File: config.mk
export PLATFORM = sky130hd
export DESIGN_NAME = reciprocal_frequency_meter_unit_flat
export DESIGN_NICKNAME = d
export VERILOG_FILES = /design/src/design/rfm_pkg.sv /design/src/design/rfm_if.sv /design/src/design/reciprocal_frequency_meter_unit.sv /design/src/design/rfm_div.sv /design/src/design/rfm_bcd.sv /design/src/design/rfm_ctrl.sv /design/src/design/rfm_datapath.sv /design/src/flat_wrapper.sv
export SDC_FILE = /design/constraint.sdc
export NUM_CORES = 1
export LEC_CHECK = 0
export ABC_AREA = 1
export CAP_MARGIN = 20
export CORE_ASPECT_RATIO = 1.1
export CORE_MARGIN = 10
export CORE_UTILIZATION = 35
export DETAILED_ROUTE_END_ITERATION = 10
export DONT_BUFFER_PORTS = 1
export GPL_ROUTABILITY_DRIVEN = 0
export PLACE_DENSITY = 0.55
export SETUP_SLACK_MARGIN = 0.02
export SLEW_MARGIN = 20
export SYNTH_ARGS = -nofsm -noshare
export SYNTH_HDL_FRONTEND = slang
export SYNTH_SLANG_ARGS = --single-unit
File: constraint.sdc
create_clock -name clk -period 7.1 [get_ports clk]
set_input_delay 2.13 -clock clk [delete_from_list [all_inputs] [get_ports clk]]
set_output_delay 2.13 -clock clk [all_outputs]
set_load 0.1 [all_outputs]
File: src/design/rfm_pkg.sv
`timescale 1ns / 1ps
// rfm_pkg: shared types, widths and constants of the reciprocal frequency meter.
// No dependencies; every other file of the meter refers to it by scoped names.
package rfm_pkg;

	// Field and register widths
	localparam int REF_W             = 27;
	localparam int AVG_W             = 8;
	localparam int SUM_W             = 40;
	localparam int FREQ_OUT_W        = 20;
	localparam int OUT_DIGITS        = 6;
	localparam int OUT_BCD_W         = 4 * OUT_DIGITS;
	localparam int COUNTER_WIDTH_DEF = 32;

	// Decimal width of the clamp
	localparam int DIGITS = 6;
	localparam int BCD_W  = 4 * DIGITS;

	// Register reset values
	localparam logic [REF_W-1:0] REF_CLOCK_RESET = 27'd8000000;
	localparam logic [AVG_W-1:0] AVG_COUNT_RESET = 8'd10;

	// Configuration register map (index is paddr[2])
	localparam int  ADDR_W        = 3;
	localparam logic REG_REF_CLOCK = 1'b0;
	localparam logic REG_AVG_COUNT = 1'b1;

	// 10^n - 1, evaluated at elaboration
	function automatic logic [SUM_W-1:0] pow10_minus1(input int n);
		logic [SUM_W-1:0] p;
		p = SUM_W'(1);
		for (int i = 0; i < n; i++) begin
			p = SUM_W'(p * SUM_W'(10));
		end
		return p - SUM_W'(1);
	endfunction

	localparam logic [SUM_W-1:0] CLAMP_LIMIT = pow10_minus1(DIGITS);
	localparam int               CLAMP_W     = $clog2(CLAMP_LIMIT + SUM_W'(1));

	// Result item
	typedef struct packed {
		logic [FREQ_OUT_W-1:0] avg_freq_hz;
		logic [3:0]            digit_hundred_thousands;
		logic [3:0]            digit_ten_thousands;
		logic [3:0]            digit_thousands;
		logic [3:0]            digit_hundreds;
		logic [3:0]            digit_tens;
		logic [3:0]            digit_ones;
		logic                  overrange;
	} out_item_t;

	// Controller to datapath
	typedef struct packed {
		logic tick;        // tick transfer this cycle
		logic start_freq;  // closing edge: start ref/period divide
		logic accum;       // add the quotient into the sum
		logic start_mean;  // start sum/n divide, clear sum and count
		logic bcd_start;   // clamp the mean, start decimal conversion
		logic out_load;    // load the result register
	} rfm_cmd_t;

	// Datapath to controller
	typedef struct packed {
		logic close;       // current tick edge ends a period
		logic avg_due;     // the period being added completes an average
		logic div_done;
		logic bcd_done;
		logic out_full;
	} rfm_stat_t;

endpackage

File: src/design/rfm_if.sv
`timescale 1ns / 1ps
// rfm_tick_if / rfm_result_if: valid/ready channels of the frequency meter.
// Depends on rfm_pkg for field widths.
interface rfm_tick_if;
	logic valid;
	logic ready;
	logic edge_seen;

	modport source (output valid, output edge_seen, input ready);
	modport sink   (input valid, input edge_seen, output ready);
endinterface

interface rfm_result_if;
	logic                            valid;
	logic                            ready;
	logic [rfm_pkg::FREQ_OUT_W-1:0]  avg_freq_hz;
	logic [3:0]                      digit_hundred_thousands;
	logic [3:0]                      digit_ten_thousands;
	logic [3:0]                      digit_thousands;
	logic [3:0]                      digit_hundreds;
	logic [3:0]                      digit_tens;
	logic [3:0]                      digit_ones;
	logic                            overrange;

	modport source (
		output valid, output avg_freq_hz, output digit_hundred_thousands,
		output digit_ten_thousands, output digit_thousands, output digit_hundreds,
		output digit_tens, output digit_ones, output overrange, input ready
	);
	modport sink (
		input valid, input avg_freq_hz, input digit_hundred_thousands,
		input digit_ten_thousands, input digit_thousands, input digit_hundreds,
		input digit_tens, input digit_ones, input overrange, output ready
	);
endinterface

File: src/design/reciprocal_frequency_meter_unit.sv
`timescale 1ns / 1ps
// reciprocal_frequency_meter_unit: top level with the APB register file.
// Depends on rfm_pkg, rfm_if, rfm_ctrl and rfm_datapath.
//
//   channel   dir   handshake        payload
//   tick      in    valid / ready    edge_seen
//   result    out   valid / ready    avg_freq_hz, six digits, overrange
//   apb       in    psel / penable   ref_clock_hz (0x0), avg_count (0x4)
//
// A tick without a closing edge leaves the meter ready for the next tick. A tick
// with a closing edge holds off ticks for the period divide (one bit per cycle in
// the shared divider). A completed average adds a second divide and the decimal
// conversion. A finished average that finds the previous result not yet taken
// holds off ticks until that result is taken.
// Reset is asynchronous and needs no clearing pass.
module reciprocal_frequency_meter_unit #(
	parameter int COUNTER_WIDTH = rfm_pkg::COUNTER_WIDTH_DEF
) (
	input  logic                       clk,
	input  logic                       arst_n,
	input  logic                       psel,
	input  logic                       penable,
	input  logic                       pwrite,
	input  logic [rfm_pkg::ADDR_W-1:0] paddr,
	input  logic [31:0]                pwdata,
	output logic [31:0]                prdata,
	output logic                       pready,
	rfm_tick_if.sink                   tick,
	rfm_result_if.source               result
);
	logic [rfm_pkg::REF_W-1:0] ref_clock_hz_q;
	logic [rfm_pkg::AVG_W-1:0] avg_count_q;
	logic                      reg_wr;
	rfm_pkg::rfm_cmd_t         cmd;
	rfm_pkg::rfm_stat_t        stat;
	rfm_pkg::out_item_t        out_item;

	// configuration registers
	assign pready = 1'b1;
	assign reg_wr = psel && penable && pwrite && pready;

	always_ff @(posedge clk or negedge arst_n) begin
		if (!arst_n) begin
			ref_clock_hz_q <= rfm_pkg::REF_CLOCK_RESET;
			avg_count_q    <= rfm_pkg::AVG_COUNT_RESET;
		end else if (reg_wr) begin
			case (paddr[2])
				rfm_pkg::REG_REF_CLOCK: ref_clock_hz_q <= pwdata[rfm_pkg::REF_W-1:0];
				rfm_pkg::REG_AVG_COUNT: avg_count_q    <= pwdata[rfm_pkg::AVG_W-1:0];
				default: ;
			endcase
		end
	end

	always_comb begin
		case (paddr[2])
			rfm_pkg::REG_REF_CLOCK: prdata = 32'(ref_clock_hz_q);
			rfm_pkg::REG_AVG_COUNT: prdata = 32'(avg_count_q);
			default:                prdata = '0;
		endcase
	end

	rfm_ctrl u_ctrl (
		.clk        (clk),
		.arst_n     (arst_n),
		.tick_valid (tick.valid),
		.tick_ready (tick.ready),
		.stat       (stat),
		.cmd        (cmd)
	);

	rfm_datapath #(
		.COUNTER_WIDTH (COUNTER_WIDTH)
	) u_dp (
		.clk          (clk),
		.arst_n       (arst_n),
		.cmd          (cmd),
		.stat         (stat),
		.edge_seen    (tick.edge_seen),
		.ref_clock_hz (ref_clock_hz_q),
		.avg_count    (avg_count_q),
		.out_valid    (result.valid),
		.out_ready    (result.ready),
		.out_item     (out_item)
	);

	// result channel fields
	assign result.avg_freq_hz             = out_item.avg_freq_hz;
	assign result.digit_hundred_thousands = out_item.digit_hundred_thousands;
	assign result.digit_ten_thousands     = out_item.digit_ten_thousands;
	assign result.digit_thousands         = out_item.digit_thousands;
	assign result.digit_hundreds          = out_item.digit_hundreds;
	assign result.digit_tens              = out_item.digit_tens;
	assign result.digit_ones              = out_item.digit_ones;
	assign result.overrange               = out_item.overrange;

`ifndef SYNTH
	// a new result never overwrites one still waiting
	a_no_overwrite: assert property (@(posedge clk) disable iff (!arst_n)
		cmd.out_load |-> !result.valid)
		else $error("result register loaded while full");

	// ticks stop while the period divide runs
	a_hold_ticks: assert property (@(posedge clk) disable iff (!arst_n)
		cmd.start_freq |=> !tick.ready)
		else $error("tick taken during divide");

	// decimal conversion yields valid digits
	a_digit_range: assert property (@(posedge clk) disable iff (!arst_n)
		result.valid |-> (result.digit_ones <= 4'd9) && (result.digit_tens <= 4'd9)
		&& (result.digit_hundred_thousands <= 4'd9))
		else $error("digit out of range");
`endif

endmodule

File: src/design/rfm_div.sv
`timescale 1ns / 1ps
// rfm_div: restoring divider, one quotient bit per cycle.
// Depends on rfm_pkg.
module rfm_div #(
	parameter int DVS_W = rfm_pkg::COUNTER_WIDTH_DEF
) (
	input  logic                      clk,
	input  logic                      arst_n,
	input  logic                      start,
	input  logic [rfm_pkg::SUM_W-1:0] dividend,
	input  logic [DVS_W-1:0]          divisor,
	output logic                      done,
	output logic [rfm_pkg::SUM_W-1:0] quotient
);
	localparam int CNT_W = $clog2(rfm_pkg::SUM_W);

	logic                      busy_q;
	logic                      done_q;
	logic [CNT_W-1:0]          cnt_q;
	logic [rfm_pkg::SUM_W-1:0] dvd_q;
	logic [DVS_W-1:0]          rem_q;
	logic [DVS_W-1:0]          dvs_q;
	logic [DVS_W:0]            trial;

	// trial subtract of the shifted partial remainder; top bit is the borrow
	assign trial = {rem_q, dvd_q[rfm_pkg::SUM_W-1]} - {1'b0, dvs_q};

	// control
	always_ff @(posedge clk or negedge arst_n) begin
		if (!arst_n) begin
			busy_q <= 1'b0;
			done_q <= 1'b0;
			cnt_q  <= '0;
		end else begin
			done_q <= 1'b0;
			if (start) begin
				busy_q <= 1'b1;
				cnt_q  <= '0;
			end else if (busy_q) begin
				cnt_q <= cnt_q + 1'b1;
				if (cnt_q == CNT_W'(rfm_pkg::SUM_W - 1)) begin
					busy_q <= 1'b0;
					done_q <= 1'b1;
				end
			end
		end
	end

	// operands: quotient bits shift in where dividend bits shift out
	always_ff @(posedge clk) begin
		if (start) begin
			dvd_q <= dividend;
			rem_q <= '0;
			dvs_q <= divisor;
		end else if (busy_q) begin
			dvd_q <= {dvd_q[rfm_pkg::SUM_W-2:0], ~trial[DVS_W]};
			rem_q <= trial[DVS_W] ? {rem_q[DVS_W-2:0], dvd_q[rfm_pkg::SUM_W-1]}
			                      : trial[DVS_W-1:0];
		end
	end

	assign done     = done_q;
	assign quotient = dvd_q;

endmodule

File: src/design/rfm_bcd.sv
`timescale 1ns / 1ps
// rfm_bcd: shift-and-add-3 binary to decimal conversion, one bit per cycle.
// Depends on rfm_pkg (CLAMP_W, DIGITS).
module rfm_bcd (
	input  logic                        clk,
	input  logic                        arst_n,
	input  logic                        start,
	input  logic [rfm_pkg::CLAMP_W-1:0] value,
	output logic                        done,
	output logic [rfm_pkg::BCD_W-1:0]   digits
);
	localparam int CNT_W = (rfm_pkg::CLAMP_W > 1) ? $clog2(rfm_pkg::CLAMP_W) : 1;

	logic                        busy_q;
	logic                        done_q;
	logic [CNT_W-1:0]            cnt_q;
	logic [rfm_pkg::CLAMP_W-1:0] val_q;
	logic [rfm_pkg::BCD_W-1:0]   bcd_q;
	logic [rfm_pkg::BCD_W-1:0]   adj;

	// add 3 to every digit of 5 or more before the shift
	always_comb begin
		for (int k = 0; k < rfm_pkg::DIGITS; k++) begin
			adj[4*k +: 4] = (bcd_q[4*k +: 4] >= 4'd5) ? bcd_q[4*k +: 4] + 4'd3
			                                          : bcd_q[4*k +: 4];
		end
	end

	// control
	always_ff @(posedge clk or negedge arst_n) begin
		if (!arst_n) begin
			busy_q <= 1'b0;
			done_q <= 1'b0;
			cnt_q  <= '0;
		end else begin
			done_q <= 1'b0;
			if (start) begin
				busy_q <= 1'b1;
				cnt_q  <= '0;
			end else if (busy_q) begin
				cnt_q <= cnt_q + 1'b1;
				if (cnt_q == CNT_W'(rfm_pkg::CLAMP_W - 1)) begin
					busy_q <= 1'b0;
					done_q <= 1'b1;
				end
			end
		end
	end

	// shift register
	always_ff @(posedge clk) begin
		if (start) begin
			val_q <= value;
			bcd_q <= '0;
		end else if (busy_q) begin
			bcd_q <= {adj[rfm_pkg::BCD_W-2:0], val_q[rfm_pkg::CLAMP_W-1]};
			val_q <= val_q << 1;
		end
	end

	assign done   = done_q;
	assign digits = bcd_q;

endmodule

File: src/design/rfm_ctrl.sv
`timescale 1ns / 1ps
// rfm_ctrl: sequencer of the frequency meter; issues commands to rfm_datapath.
// Depends on rfm_pkg (rfm_cmd_t, rfm_stat_t).
module rfm_ctrl (
	input  logic               clk,
	input  logic               arst_n,
	input  logic               tick_valid,
	output logic               tick_ready,
	input  rfm_pkg::rfm_stat_t stat,
	output rfm_pkg::rfm_cmd_t  cmd
);
	localparam logic [2:0] ST_IDLE     = 3'd0;
	localparam logic [2:0] ST_DIV_FREQ = 3'd1;
	localparam logic [2:0] ST_DIV_MEAN = 3'd2;
	localparam logic [2:0] ST_BCD      = 3'd3;
	localparam logic [2:0] ST_OUT      = 3'd4;

	logic [2:0] state_q;
	logic [2:0] state_d;

	assign tick_ready = (state_q == ST_IDLE);

	// next state and commands
	always_comb begin
		state_d = state_q;
		cmd     = '0;
		case (state_q)
			ST_IDLE: begin
				cmd.tick = tick_valid;
				if (tick_valid && stat.close) begin
					cmd.start_freq = 1'b1;
					state_d        = ST_DIV_FREQ;
				end
			end
			ST_DIV_FREQ: begin
				if (stat.div_done) begin
					cmd.accum = 1'b1;
					if (stat.avg_due) begin
						cmd.start_mean = 1'b1;
						state_d        = ST_DIV_MEAN;
					end else begin
						state_d = ST_IDLE;
					end
				end
			end
			ST_DIV_MEAN: begin
				if (stat.div_done) begin
					cmd.bcd_start = 1'b1;
					state_d       = ST_BCD;
				end
			end
			ST_BCD: begin
				if (stat.bcd_done) begin
					state_d = ST_OUT;
				end
			end
			ST_OUT: begin
				// previous result still waiting: hold
				if (!stat.out_full) begin
					cmd.out_load = 1'b1;
					state_d      = ST_IDLE;
				end
			end
			default: begin
				state_d = ST_IDLE;
			end
		endcase
	end

	always_ff @(posedge clk or negedge arst_n) begin
		if (!arst_n) begin
			state_q <= ST_IDLE;
		end else begin
			state_q <= state_d;
		end
	end

endmodule

File: src/design/rfm_datapath.sv
`timescale 1ns / 1ps
// rfm_datapath: tick counter, period stamp, frequency sum, clamp and result register.
// Depends on rfm_pkg, rfm_div and rfm_bcd.
module rfm_datapath #(
	parameter int COUNTER_WIDTH = rfm_pkg::COUNTER_WIDTH_DEF
) (
	input  logic                      clk,
	input  logic                      arst_n,
	input  rfm_pkg::rfm_cmd_t         cmd,
	output rfm_pkg::rfm_stat_t        stat,
	input  logic                      edge_seen,
	input  logic [rfm_pkg::REF_W-1:0] ref_clock_hz,
	input  logic [rfm_pkg::AVG_W-1:0] avg_count,
	output logic                      out_valid,
	input  logic                      out_ready,
	output rfm_pkg::out_item_t        out_item
);
	logic [COUNTER_WIDTH-1:0]      tick_count_q;
	logic [COUNTER_WIDTH-1:0]      start_stamp_q;
	logic                          measuring_q;
	logic [rfm_pkg::AVG_W-1:0]     periods_done_q;
	logic [rfm_pkg::SUM_W-1:0]     freq_sum_q;

	logic [COUNTER_WIDTH-1:0]      diff;
	logic [COUNTER_WIDTH-1:0]      period;
	logic [rfm_pkg::AVG_W-1:0]     n_eff;
	logic [rfm_pkg::AVG_W-1:0]     pd_next;
	logic [rfm_pkg::SUM_W-1:0]     sum_next;

	logic                          div_start;
	logic [rfm_pkg::SUM_W-1:0]     div_dividend;
	logic [COUNTER_WIDTH-1:0]      div_divisor;
	logic                          div_done;
	logic [rfm_pkg::SUM_W-1:0]     quotient;

	logic                          over;
	logic [rfm_pkg::CLAMP_W-1:0]   clamped;
	logic                          over_q;
	logic [rfm_pkg::CLAMP_W-1:0]   clamped_q;
	logic                          bcd_done;
	logic [rfm_pkg::BCD_W-1:0]     bcd_digits;
	logic [rfm_pkg::OUT_BCD_W-1:0] dig6;

	logic                          out_valid_q;
	rfm_pkg::out_item_t            out_q;

	// period in ticks, zero taken as one
	assign diff   = tick_count_q - start_stamp_q;
	assign period = (diff == '0) ? COUNTER_WIDTH'(1) : diff;

	// average bookkeeping; a count of zero acts as one
	assign n_eff    = (avg_count == '0) ? rfm_pkg::AVG_W'(1) : avg_count;
	assign pd_next  = periods_done_q + 1'b1;
	assign sum_next = freq_sum_q + quotient;

	assign stat.close    = edge_seen && measuring_q;
	assign stat.avg_due  = (pd_next >= n_eff) || (pd_next == '0);
	assign stat.div_done = div_done;
	assign stat.bcd_done = bcd_done;
	assign stat.out_full = out_valid_q;

	// shared divider: ref/period, then sum/n
	assign div_start    = cmd.start_freq || cmd.start_mean;
	assign div_dividend = cmd.start_mean ? sum_next : rfm_pkg::SUM_W'(ref_clock_hz);
	assign div_divisor  = cmd.start_mean ? COUNTER_WIDTH'(n_eff) : period;

	rfm_div #(
		.DVS_W (COUNTER_WIDTH)
	) u_div (
		.clk      (clk),
		.arst_n   (arst_n),
		.start    (div_start),
		.dividend (div_dividend),
		.divisor  (div_divisor),
		.done     (div_done),
		.quotient (quotient)
	);

	// clamp of the mean
	assign over    = (quotient > rfm_pkg::CLAMP_LIMIT);
	assign clamped = over ? rfm_pkg::CLAMP_W'(rfm_pkg::CLAMP_LIMIT)
	                      : rfm_pkg::CLAMP_W'(quotient);

	rfm_bcd u_bcd (
		.clk    (clk),
		.arst_n (arst_n),
		.start  (cmd.bcd_start),
		.value  (clamped),
		.done   (bcd_done),
		.digits (bcd_digits)
	);

	// tick counter, stamp and averaging state
	always_ff @(posedge clk or negedge arst_n) begin
		if (!arst_n) begin
			tick_count_q   <= '0;
			start_stamp_q  <= '0;
			measuring_q    <= 1'b0;
			periods_done_q <= '0;
			freq_sum_q     <= '0;
		end else begin
			if (cmd.tick) begin
				if (stat.close) begin
					tick_count_q <= '0;
					measuring_q  <= 1'b0;
				end else begin
					if (tick_count_q != '1) begin
						tick_count_q <= tick_count_q + 1'b1;
					end
					if (edge_seen) begin
						start_stamp_q <= tick_count_q;
						measuring_q   <= 1'b1;
					end
				end
			end
			if (cmd.accum) begin
				if (cmd.start_mean) begin
					freq_sum_q     <= '0;
					periods_done_q <= '0;
				end else begin
					freq_sum_q     <= sum_next;
					periods_done_q <= pd_next;
				end
			end
		end
	end

	// clamped mean held for the result
	always_ff @(posedge clk) begin
		if (cmd.bcd_start) begin
			over_q    <= over;
			clamped_q <= clamped;
		end
	end

	// lowest six decimal places
	assign dig6 = rfm_pkg::OUT_BCD_W'(bcd_digits);

	// result register
	always_ff @(posedge clk or negedge arst_n) begin
		if (!arst_n) begin
			out_valid_q <= 1'b0;
		end else if (cmd.out_load) begin
			out_valid_q <= 1'b1;
		end else if (out_ready) begin
			out_valid_q <= 1'b0;
		end
	end

	always_ff @(posedge clk) begin
		if (cmd.out_load) begin
			out_q.avg_freq_hz             <= rfm_pkg::FREQ_OUT_W'(clamped_q);
			out_q.digit_hundred_thousands <= dig6[23:20];
			out_q.digit_ten_thousands     <= dig6[19:16];
			out_q.digit_thousands         <= dig6[15:12];
			out_q.digit_hundreds          <= dig6[11:8];
			out_q.digit_tens              <= dig6[7:4];
			out_q.digit_ones              <= dig6[3:0];
			out_q.overrange               <= over_q;
		end
	end

	assign out_valid = out_valid_q;
	assign out_item  = out_q;

endmodule
File: src/flat_wrapper.sv
// flat-port wrapper written by rule: the top's interface ports become plain ports
module reciprocal_frequency_meter_unit_flat 
#(
	parameter int COUNTER_WIDTH = rfm_pkg::COUNTER_WIDTH_DEF
)
  (clk, arst_n, psel, penable, pwrite, paddr, pwdata, prdata, pready, tick_valid, tick_edge_seen, tick_ready, result_valid, result_avg_freq_hz, result_digit_hundred_thousands, result_digit_ten_thousands, result_digit_thousands, result_digit_hundreds, result_digit_tens, result_digit_ones, result_overrange, result_ready);
  rfm_tick_if tick_i ();
  rfm_result_if result_i ();
  input  logic clk;
  input  logic arst_n;
  input  logic psel;
  input  logic penable;
  input  logic pwrite;
  input  logic [rfm_pkg::ADDR_W-1:0] paddr;
  input  logic [31:0] pwdata;
  output logic [31:0] prdata;
  output logic pready;
  input wire logic [$bits(tick_i.valid)-1:0] tick_valid;
  input wire logic [$bits(tick_i.edge_seen)-1:0] tick_edge_seen;
  output wire logic [$bits(tick_i.ready)-1:0] tick_ready;
  output wire logic [$bits(result_i.valid)-1:0] result_valid;
  output wire logic [$bits(result_i.avg_freq_hz)-1:0] result_avg_freq_hz;
  output wire logic [$bits(result_i.digit_hundred_thousands)-1:0] result_digit_hundred_thousands;
  output wire logic [$bits(result_i.digit_ten_thousands)-1:0] result_digit_ten_thousands;
  output wire logic [$bits(result_i.digit_thousands)-1:0] result_digit_thousands;
  output wire logic [$bits(result_i.digit_hundreds)-1:0] result_digit_hundreds;
  output wire logic [$bits(result_i.digit_tens)-1:0] result_digit_tens;
  output wire logic [$bits(result_i.digit_ones)-1:0] result_digit_ones;
  output wire logic [$bits(result_i.overrange)-1:0] result_overrange;
  input wire logic [$bits(result_i.ready)-1:0] result_ready;
  assign tick_i.valid = tick_valid;
  assign tick_i.edge_seen = tick_edge_seen;
  assign tick_ready = tick_i.ready;
  assign result_valid = result_i.valid;
  assign result_avg_freq_hz = result_i.avg_freq_hz;
  assign result_digit_hundred_thousands = result_i.digit_hundred_thousands;
  assign result_digit_ten_thousands = result_i.digit_ten_thousands;
  assign result_digit_thousands = result_i.digit_thousands;
  assign result_digit_hundreds = result_i.digit_hundreds;
  assign result_digit_tens = result_i.digit_tens;
  assign result_digit_ones = result_i.digit_ones;
  assign result_overrange = result_i.overrange;
  assign result_i.ready = result_ready;
  reciprocal_frequency_meter_unit #(.COUNTER_WIDTH(COUNTER_WIDTH)) u_core (.clk(clk), .arst_n(arst_n), .psel(psel), .penable(penable), .pwrite(pwrite), .paddr(paddr), .pwdata(pwdata), .prdata(prdata), .pready(pready), .tick(tick_i), .result(result_i));
endmodule
---- Word level (Yosys, flattened, before mapping) ----
Index checks and enable logic that the tools add are counted.
storage, ports and cells
  flip-flop bits (word level) ............. 381
  input port bits ......................... 43
  word-level logic and storage cells ...... 146
operators by class
  add/subtract/negate cells ............... 13
  magnitude comparators ................... 8
  equality and inequality tests ........... 12
  multiplexer cells ....................... 57
  bitwise logic cells ..................... 3
  reductions and logical operators ........ 22
operator list
  cell                                                                     number
  40-bit 2-to-1 mux                                                        4
  32-bit 2-to-1 mux                                                        3
  32-bit one-hot mux with 2 select lines                                   1
  20-bit 2-to-1 mux                                                        3
  40-bit adder                                                             1
  40-bit by 20-bit > comparator with 1-bit output (second input constant)  1
  33-bit by 32-bit subtractor with 33-bit output                           1
  32-bit by 1-bit adder with 32-bit output (second input constant)         1
  32-bit zero test                                                         1
  8-bit 2-to-1 mux                                                         4
  32-bit != test (second input constant)                                   1
  32-bit subtractor                                                        1
  4-bit by 3-bit >= comparator with 1-bit output (second input constant)   6
  1-bit 2-to-1 mux                                                         22
  4-bit by 2-bit adder with 4-bit output (second input constant)           5
  4-bit 2-to-1 mux                                                         5
  3-bit 2-to-1 mux                                                         6
  8-bit zero test                                                          2
  3-bit one-hot mux with 5 select lines                                    1
  6-bit 2-to-1 mux                                                         2
  5-bit 2-to-1 mux                                                         2
  2-bit nonzero test                                                       5
  8-bit by 1-bit adder with 8-bit output (second input constant)           1
  8-bit >= comparator                                                      1
  19 further kinds                                                         35

---- Depth between registers and ports, before layout ----
Gate-level depths: netlist (run 1).
  word-level depth ........................ 9
  gate-level depth with buffers ........... 21
  mapped depth without buffers ............ 21

---- Cells and area by module ----
Synthesis (run 1) repeated with hierarchy kept, for this count alone.
unflattened totals
  cell total of the unflattened synthesis .. 3,493
  area, all modules ....................... 24,877.6 um^2
by module, submodules not included
  module                           instances  cells an instance  area an instance (um^2)  sequential area each (um^2)
  rfm_datapath                     1          1,823              13,017.5                 4,834.6
  rfm_div                          1          1,071              7,257.0                  3,002.9
  rfm_bcd                          1          324                2,573.7                  1,256.2
  reciprocal_frequency_meter_unit  1          228                1,766.7                  887.1
  rfm_ctrl                         1          47                 262.8                    75.1

---- Worst setup path before layout (run 1) ----
No wires, ideal clock.
  kind .................................... input-to-output
  start point ............................. in paddr[2] (netlist name)
  end point ............................... out prdata[1]
  data arrival time ....................... 4.486 ns
  setup slack ............................. 0.484 ns
  cell stages on the path ................. 3
  path through ............................ inv_1 > clkbuf_1 > o21ai_0
on the way
  word-level cells in the longest chain between the ends .. 2
RTL lines
  item                                      RTL line                               text
  start: declaration                        flat_wrapper.sv:14                     input logic [rfm_pkg::ADDR_W-1:0] paddr;
  1-bit NOT                                 reciprocal_frequency_meter_unit.sv:56  case (paddr[2])
  32-bit one-hot mux with 2 select lines *  reciprocal_frequency_meter_unit.sv:56
  end: declaration                          flat_wrapper.sv:16                     output logic [31:0] prdata;
Every way passes the cells marked *; elsewhere a longest branch is shown, timed or not. The select of a mux whose other input is x is not followed.

---- Worst setup path after layout (run 1) ----
  start point ............................. in paddr[2] (netlist name)
  end point ............................... out prdata[4]
The elaborated chain is that of the path after synthesis.

==> qor.yml, run 1 <==
run_status:
  status: "complete, no violations"
placement:
  place_ws_ns: 1.724
  dp.cells: 3931
  dpl.hpwl_mm: 46.73
  portBuffers: 0
  placed_area_um2: 24340
sta:
  layout_min_cycle_time_ns: 5.378
  setup_ws_ns: 1.722
  max_freq_mhz: 186.0
  whs_ns: 0.4148
  tightestPinTransition_ns: 1.119
  slew_viol_final: 0
  slew_headroom: 0.2536
  setup_viol_count_final: 0
  fin_crit_sh: 0.7574
  fin_tns_setup_ns: 0
  fin_skew_ns: 0.02394
  hold_violations: 0
  rsz0062_at_grt: "false"
logic_synthesis:
  synth_cell_types: 64
  synth_top_area_frac: 0.2025
  synth_most_common_cell: "nand2_1"
  synth-seq-cells: 381
  ys_top_cells_by_area: "edfxtp_1, dfrtp_1, nand2_1"
  synth-simple-area-share: 0.2570
  synth_area_per_cell_um2: 7.499
  synth.mux.area_fraction: 0
  synth_flop_cell: "edfxtp_1"
  async_flop_share: 0.4383
  synth-seq-area-share: 0.4291
  synth_common_cells: "nand2_1, inv_1, nor2_1"
  synth-edff-count: 158
  synth_compound_area_frac: 0.1233
  synthAdderAreaFrac: 0.06983
  syn_area_um2: 23430
  synth_top_family_by_area: "simple AND/OR/NAND/NOR gates"
  synth_xor_area_frac: 0.02686
  netlist_instances: 3125
  yosysTopAreaCell: "edfxtp_1"
  ys_warn_count: 0
min_path:
  hp-start: "u_core.u_dp.clamped_q[2]$_DFFE_PP_"
  min_path_type: "flop to flop"
  whs_path_depth: 0
  holdPathEnd: "u_core.u_dp.out_item[27]$_DFFE_PP_"
route:
  first_iter_violations: 1107
  dr_wl_met2_mm: 30.31
  drc: 0
  routed.top_layer: "met4"
  wl_per_cell_um: 15.56
  dr.pass1.iters: 7
  via_per_inst: 4.866
  drt-total-wl_mm: 62.46
  postRouteAntennaNets: 0
  via_count: 19540
  met1Wirelength_mm: 27.99
  wl_met3_mm: 2.188
finish:
  layout-drive-gt1-share: 0.04815
  num_antenna_cells: 0
  final_cells: 4015
  design_area_um2: 25810
  post-route-util: 0.3887
  nNetsFinal: 3292
  area_growth_pct: 10.13
clocking:
  path_clk_slew_ns: 0.06
  cts_buffers: 45
  cts_tree: "yes"
  clock-sinks: 381
  root_buffer: "clkbuf_16"
  post_cts_resized: 0
  h-tree-depth: 2
  clock_path_buffers: 3
  cts_hold_buf: 0
  postCtsSetupRepairBufs: 0
  insertion_delay_ns: 0.60
grt:
  grt_first_pass_wirelength_mm: 100.7
  grt_max_degree: 168
  grt_pass1_vias: 19090
  antenna_found_initial: 1
  track_usage: 0.1583
  globalRouteOverflowTotal: 0
setup_path:
  cp_cell_sequence: "inv_1 -> o21ai_2"
  reg2reg_slack_ns: 2.47
  crit_required_ns: 4.97
  reg2reg_from: "u_core.u_dp.periods_done_q[0]$_DFFE_PN0P_"
  worstSetupStartpointType: "primary input"
  crit_fanout: 24
  worstSetupPathType: "primary input to output port"
  cp.arrival_ns: 3.25
  cpLargestDelayFamily: "compound AO/OA/AOI/OAI gates"
  crit_buf_inv: 1
  slowest_delay_ns: 0.93
  timing.rr.end: "u_core.u_dp.u_div.quotient[36]$_DFFE_PP_"
  worst_path_max_delay_cell: "o21ai_2"
  r2r_cells: 16
  crit_path_end_kind: "output port"
floorplanning:
  start_util: 0.3530
  die_w_um: 266.7
  rows: 99
  io_pins: 123
  core_area_um2: 66390
  die_h_um: 291.4
  die_area_um2: 77720
power:
  power.density_nw_per_um2: 474.7
  leakagePower_nw: 12.47
  peakVddDrop_uv: 226.3
  power_mw: 12.25
flow_run:
  cap_violations: 0
-- area by class of cell --
cell class / instances / area (µm²)
well taps: 858 / 1074
inverters: 484 / 1817
multi-input cells: 2195 / 11290
clock inverters: 23 / 276.5
clock buffers: 61 / 1196
flip-flops and latches: 381 / 10060
repair buffers: 13 / 97.59
fillers: 6978 / 40580
-- placed cells by master (no fill, tap or decap), drive strengths merged, types with 6 or more instances in the layout --
cell type  instances
o21ai            241
a31oi             12
a21oi            175
dfxtp             56
ha               126
clkinv            15
nor4              11
a21boi             6
o22ai             16
o211ai             6
nand2            918
inv              484
a22o               6
nor2             310
o21bai            15
xnor2             33
dfstp              9
buf               13
nand3b            14
nand4             31
a21o               6
xor2              38
dfrtp            158
nand3            117
conb               6
edfxtp           158
or2               13
o31ai             12
clkbuf            61
nor3              47
-- worst max path at each step --
stage	end	slack, ns	cells past startpoint	start
global placement	prdata[4]	1.73	2	paddr[2]
CTS	prdata[4]	1.72	2	paddr[2]
floorplan	prdata[1]	0.48	3	paddr[2]
detailed placement	prdata[4]	1.72	2	paddr[2]
global route	prdata[0]	1.65	3	paddr[2]
finish	prdata[4]	1.72	2	paddr[2]
-- kinds of logic (layout without fill, tap and decap cells) --
kind of cell | count (synthesis) | in the layout
simple gates | 1468 | 1468
buf+inv | 553 | 581
compound gates | 521 | 521
flops | 381 | 381
fa+ha+maj | 129 | 129
xor+xnor | 71 | 71
other cells | 2 | 6
-- metal layers --
layer | vias up | track usage
met5 | - | 0
met4 | 0 | 0.05615
met3 | 120 | 0.01830
met2 | 377 | 0.2788
met1 | 8943 | 0.1955
li1 | 10100 | -
-- registers in the layout, summed over array words and instances, names as in the netlist, 3 cells and up --
signal                      cells
u_core.u_dp.out_item           45
u_core.ref_clock_hz_q          27
u_core.u_dp.u_bcd.digits       24
u_core.u_dp.u_div.dvs_q        32
u_core.u_ctrl.state_q           3
u_core.u_dp.freq_sum_q         40
u_core.u_dp.periods_done_q      8
u_core.u_dp.u_div.rem_q        32
u_core.u_dp.u_div.cnt_q         6
u_core.u_dp.clamped_q          20
u_core.u_dp.u_bcd.cnt_q         5
u_core.avg_count_q              8
u_core.u_dp.start_stamp_q      32
u_core.u_dp.u_div.quotient     40
u_core.u_dp.u_bcd.val_q        20
u_core.u_dp.tick_count_q       32
-- power breakdown --
part           internal [mW]  switching (mW)
sequential              3.05           0.519
clock                   1.34           0.961
combinational           2.11            4.27
total                   6.50            5.75
Power figures use the tool's default switching activity.
==> run 2, diff against run 1 <==
- ABC_AREA: 1 -> 0
- PLACE_DENSITY: 0.55 -> 0.57
- clock period: 7.1 -> 4.7 ns (I/O delays scaled with it)
==> qor.yml, run 2 <==
sta:
  tightestPinTransition_ns: 1.066  # was 1.119 ns
  fin_skew_ns: 0.03598  # was 0.02394 ns
  hold_violations: 0  # unchanged
  rsz0062_at_grt: "false"  # unchanged
  fin_tns_setup_ns: 0  # unchanged
  max_freq_mhz: 234.0
  fin_crit_sh: 0.9094
  slew_viol_final: 0  # unchanged
  slew_headroom: 0.2892  # was 0.2536
  setup_ws_ns: 0.4260  # was 1.722 ns
  setup_viol_count_final: 0  # unchanged
  layout_min_cycle_time_ns: 4.274
grt:
  grt_max_degree: 168  # unchanged
  grt_first_pass_wirelength_mm: 82.14  # was 100.7 mm
  track_usage: 0.1375  # was 0.1583
  antenna_found_initial: 3  # was 1
  grt_pass1_vias: 15550  # was 19090
  globalRouteOverflowTotal: 0  # unchanged
route:
  wl_per_cell_um: 16.74  # was 15.56 µm
  drt-total-wl_mm: 50.51  # was 62.46 mm
  postRouteAntennaNets: 0  # unchanged
  via_per_inst: 5.174  # was 4.866
  dr.pass1.iters: 5  # was 7
  via_count: 15610  # was 19540
  drc: 0  # unchanged
  first_iter_violations: 859  # was 1107
power:
  leakagePower_nw: 10.42  # was 12.47 nW
  power.density_nw_per_um2: 633.9  # was 474.7 nW/µm²
  power_mw: 15.39  # was 12.25 mW
  peakVddDrop_uv: 253.8  # was 226.3 µV
clocking:
  cts_hold_buf: 0  # unchanged
  cts_tree: "yes"  # unchanged
  path_clk_slew_ns: 0.06  # about the same
  postCtsSetupRepairBufs: 0  # unchanged
  clock-sinks: 381  # unchanged
  insertion_delay_ns: 0.59  # was 0.60 ns
  cts_buffers: 43  # was 45
  clock_path_buffers: 3  # unchanged
  post_cts_resized: 0  # unchanged
  h-tree-depth: 2  # unchanged
  root_buffer: "clkbuf_16"  # unchanged
setup_path:
  worstSetupStartpointType: "flop"  # was primary input
  r2r_cells: 12  # was 16
  crit_path_end_kind: "flop"  # was output port
  cp_cell_sequence: "nor4_1 -> a41o_1 -> ha_1 -> nand2b_1 -> a211o_1 -> o2111ai_1 -> a21oi_1 -> o21ai_1 -> a21oi_4 -> nor2_2 -> clkinv_2 -> o221a_2"  # was inv_1 -> o21ai_2
  slowest_delay_ns: 0.71  # was 0.93 ns
  worst_path_max_delay_cell: "clkinv_2"  # was o21ai_2
  cpLargestDelayFamily: "compound AO/OA/AOI/OAI gates"  # unchanged
  cp.arrival_ns: 4.61  # was 3.25 ns
  crit_fanout: 53  # was 24
  crit_required_ns: 5.03  # was 4.97 ns
  worstSetupPathDepth: 12  # was 2
  worstSetupPathType: "flop to flop"  # was primary input to output port
  crit_buf_inv: 1  # unchanged
finish:
  nNetsFinal: 2330  # was 3292
  layout-drive-gt1-share: 0.1195  # was 0.04815
  area_growth_pct: 12.39  # was 10.13%
  largest_reg_flops: 45  # unchanged
  final_cell_mix: "nand2_1, dfrtp_1, edfxtp_1, nor2_1, a21oi_1"  # was nand2_1, inv_1, nor2_1, o21ai_0, a21oi_1
  final_common_cell: "nand2_1"  # unchanged
  num_antenna_cells: 0  # unchanged
floorplanning:
  die_w_um: 256.9  # was 266.7 µm
  die_h_um: 280.5  # was 291.4 µm
  start_util: 0.3535  # was 0.3530
  rows: 95  # was 99
  die_area_um2: 72060  # was 77720 µm²
  io_pins: 123  # unchanged
  core_area_um2: 61100  # was 66390 µm²
logic_synthesis:
  synth_area_per_cell_um2: 10.01  # was 7.499 µm²
  synth_common_cells: "nand2_1, dfrtp_1, edfxtp_1"  # was nand2_1, inv_1, nor2_1
  ys_top_cells_by_area: "edfxtp_1, dfrtp_1, ha_1"  # was edfxtp_1, dfrtp_1, nand2_1
  yosysTopAreaCell: "edfxtp_1"  # unchanged
  synth-seq-area-share: 0.4656  # was 0.4291
  synth_cell_types: 86  # was 64
  synth_flop_cell: "edfxtp_1"  # unchanged
  async_flop_share: 0.4383  # unchanged
  netlist_instances: 2158  # was 3125
  synth-seq-cells: 381  # unchanged
  synth-edff-count: 158  # unchanged
  syn_area_um2: 21600  # was 23430 µm²
  synth_top_area_frac: 0.2197  # was 0.2025
  ys_warn_count: 0  # unchanged
  synth_most_common_cell: "nand2_1"  # unchanged
min_path:
  whs_path_depth: 0  # unchanged
  min_path_type: "flop to flop"  # unchanged
placement:
  dpl.hpwl_mm: 35.76  # was 46.73 mm
  place_ws_ns: 0.4904  # was 1.724 ns
  portBuffers: 0  # unchanged
run_status:
  status: "complete, no violations"  # unchanged
flow_run:
  cap_violations: 0  # unchanged
[run 2: metal layers]
| metal | vias to the layer above | track usage | share of wire |
|---|---|---|---|
| met2 | 261 | 0.2365 | 0.48 |
| met4 | 4 | 0.03597 | 0.019 |
| met1 | 7517 | 0.1743 | 0.46 |
| met3 | 70 | 0.02572 | 0.046 |
| li1 | 7757 | - | - |
| met5 | - | 0 | 0.00053 |
[run 2: cell type report]
type,instances,area [µm²]
Timing Repair Buffer,43,322.8
Inverter,115,432.9
Fill cell,5985,36820
Tap cell,824,1031
Multi-Input combinational cell,1574,10860
Clock inverter,17,282.8
Sequential cell,381,10060
Clock buffer,63,1285
[run 2: kinds of logic (layout without fill, tap and decap cells)]
logic type	after synthesis	after routing	share of synthesized area
compound gates	531	531	0.1541
xor+xnor	141	141	0.05753
fa+ha+maj	129	129	0.07577
buf+inv	207	238	0.03748
flops	381	381	0.4656
mux	139	139	0.06992
other cells	2	6	0.0003477
simple gates	628	628	0.1393
[run 2: power breakdown]
group	total [mW]	internal [mW]	leakage, nW	switching [mW]
sequential	4.92	4.34	4.23	0.578
combinational	6.80	2.88	5.43	3.92
clock	3.67	2.24	0.759	1.42
total	15.4	9.47	10.4	5.92
[run 2: per-stage QoR]
step / hold WS, ns / std cells / utilization / area (µm²)
after floorplan: 0.4003 / 2162 / - / 21620
after global placement: 0.4043 / 2937 / 0.3716 / 22700
after detailed placement: 0.4045 / 2937 / 0.3716 / 22700
after CTS: 0.4172 / 3017 / 0.3973 / 24270
after global routing: 0.4184 / 3017 / 0.3973 / 24270
final: 0.4185 / 3017 / 0.3973 / 24270
[run 2: worst paths after layout]
kind                                              startpoint                                 endpoint  slack, ns
setup / recovery           u_core.avg_count_q[4]$_DFFE_PN0P_  u_core.u_dp.u_div.quotient[6]$_DFFE_PP_       0.43
hold reg to reg                 u_core.u_dp.over_q$_DFFE_PP_        u_core.u_dp.out_item[0]$_DFFE_PP_       0.42
hold / removal                  u_core.u_dp.over_q$_DFFE_PP_        u_core.u_dp.out_item[0]$_DFFE_PP_       0.42
max in group asynchronous                             arst_n        u_core.avg_count_q[3]$_DFFE_PN1P_       3.89
min in group asynchronous                             arst_n    u_core.u_dp.freq_sum_q[9]$_DFFE_PN0P_       0.55
setup reg to reg           u_core.avg_count_q[4]$_DFFE_PN0P_  u_core.u_dp.u_div.quotient[6]$_DFFE_PP_       0.43
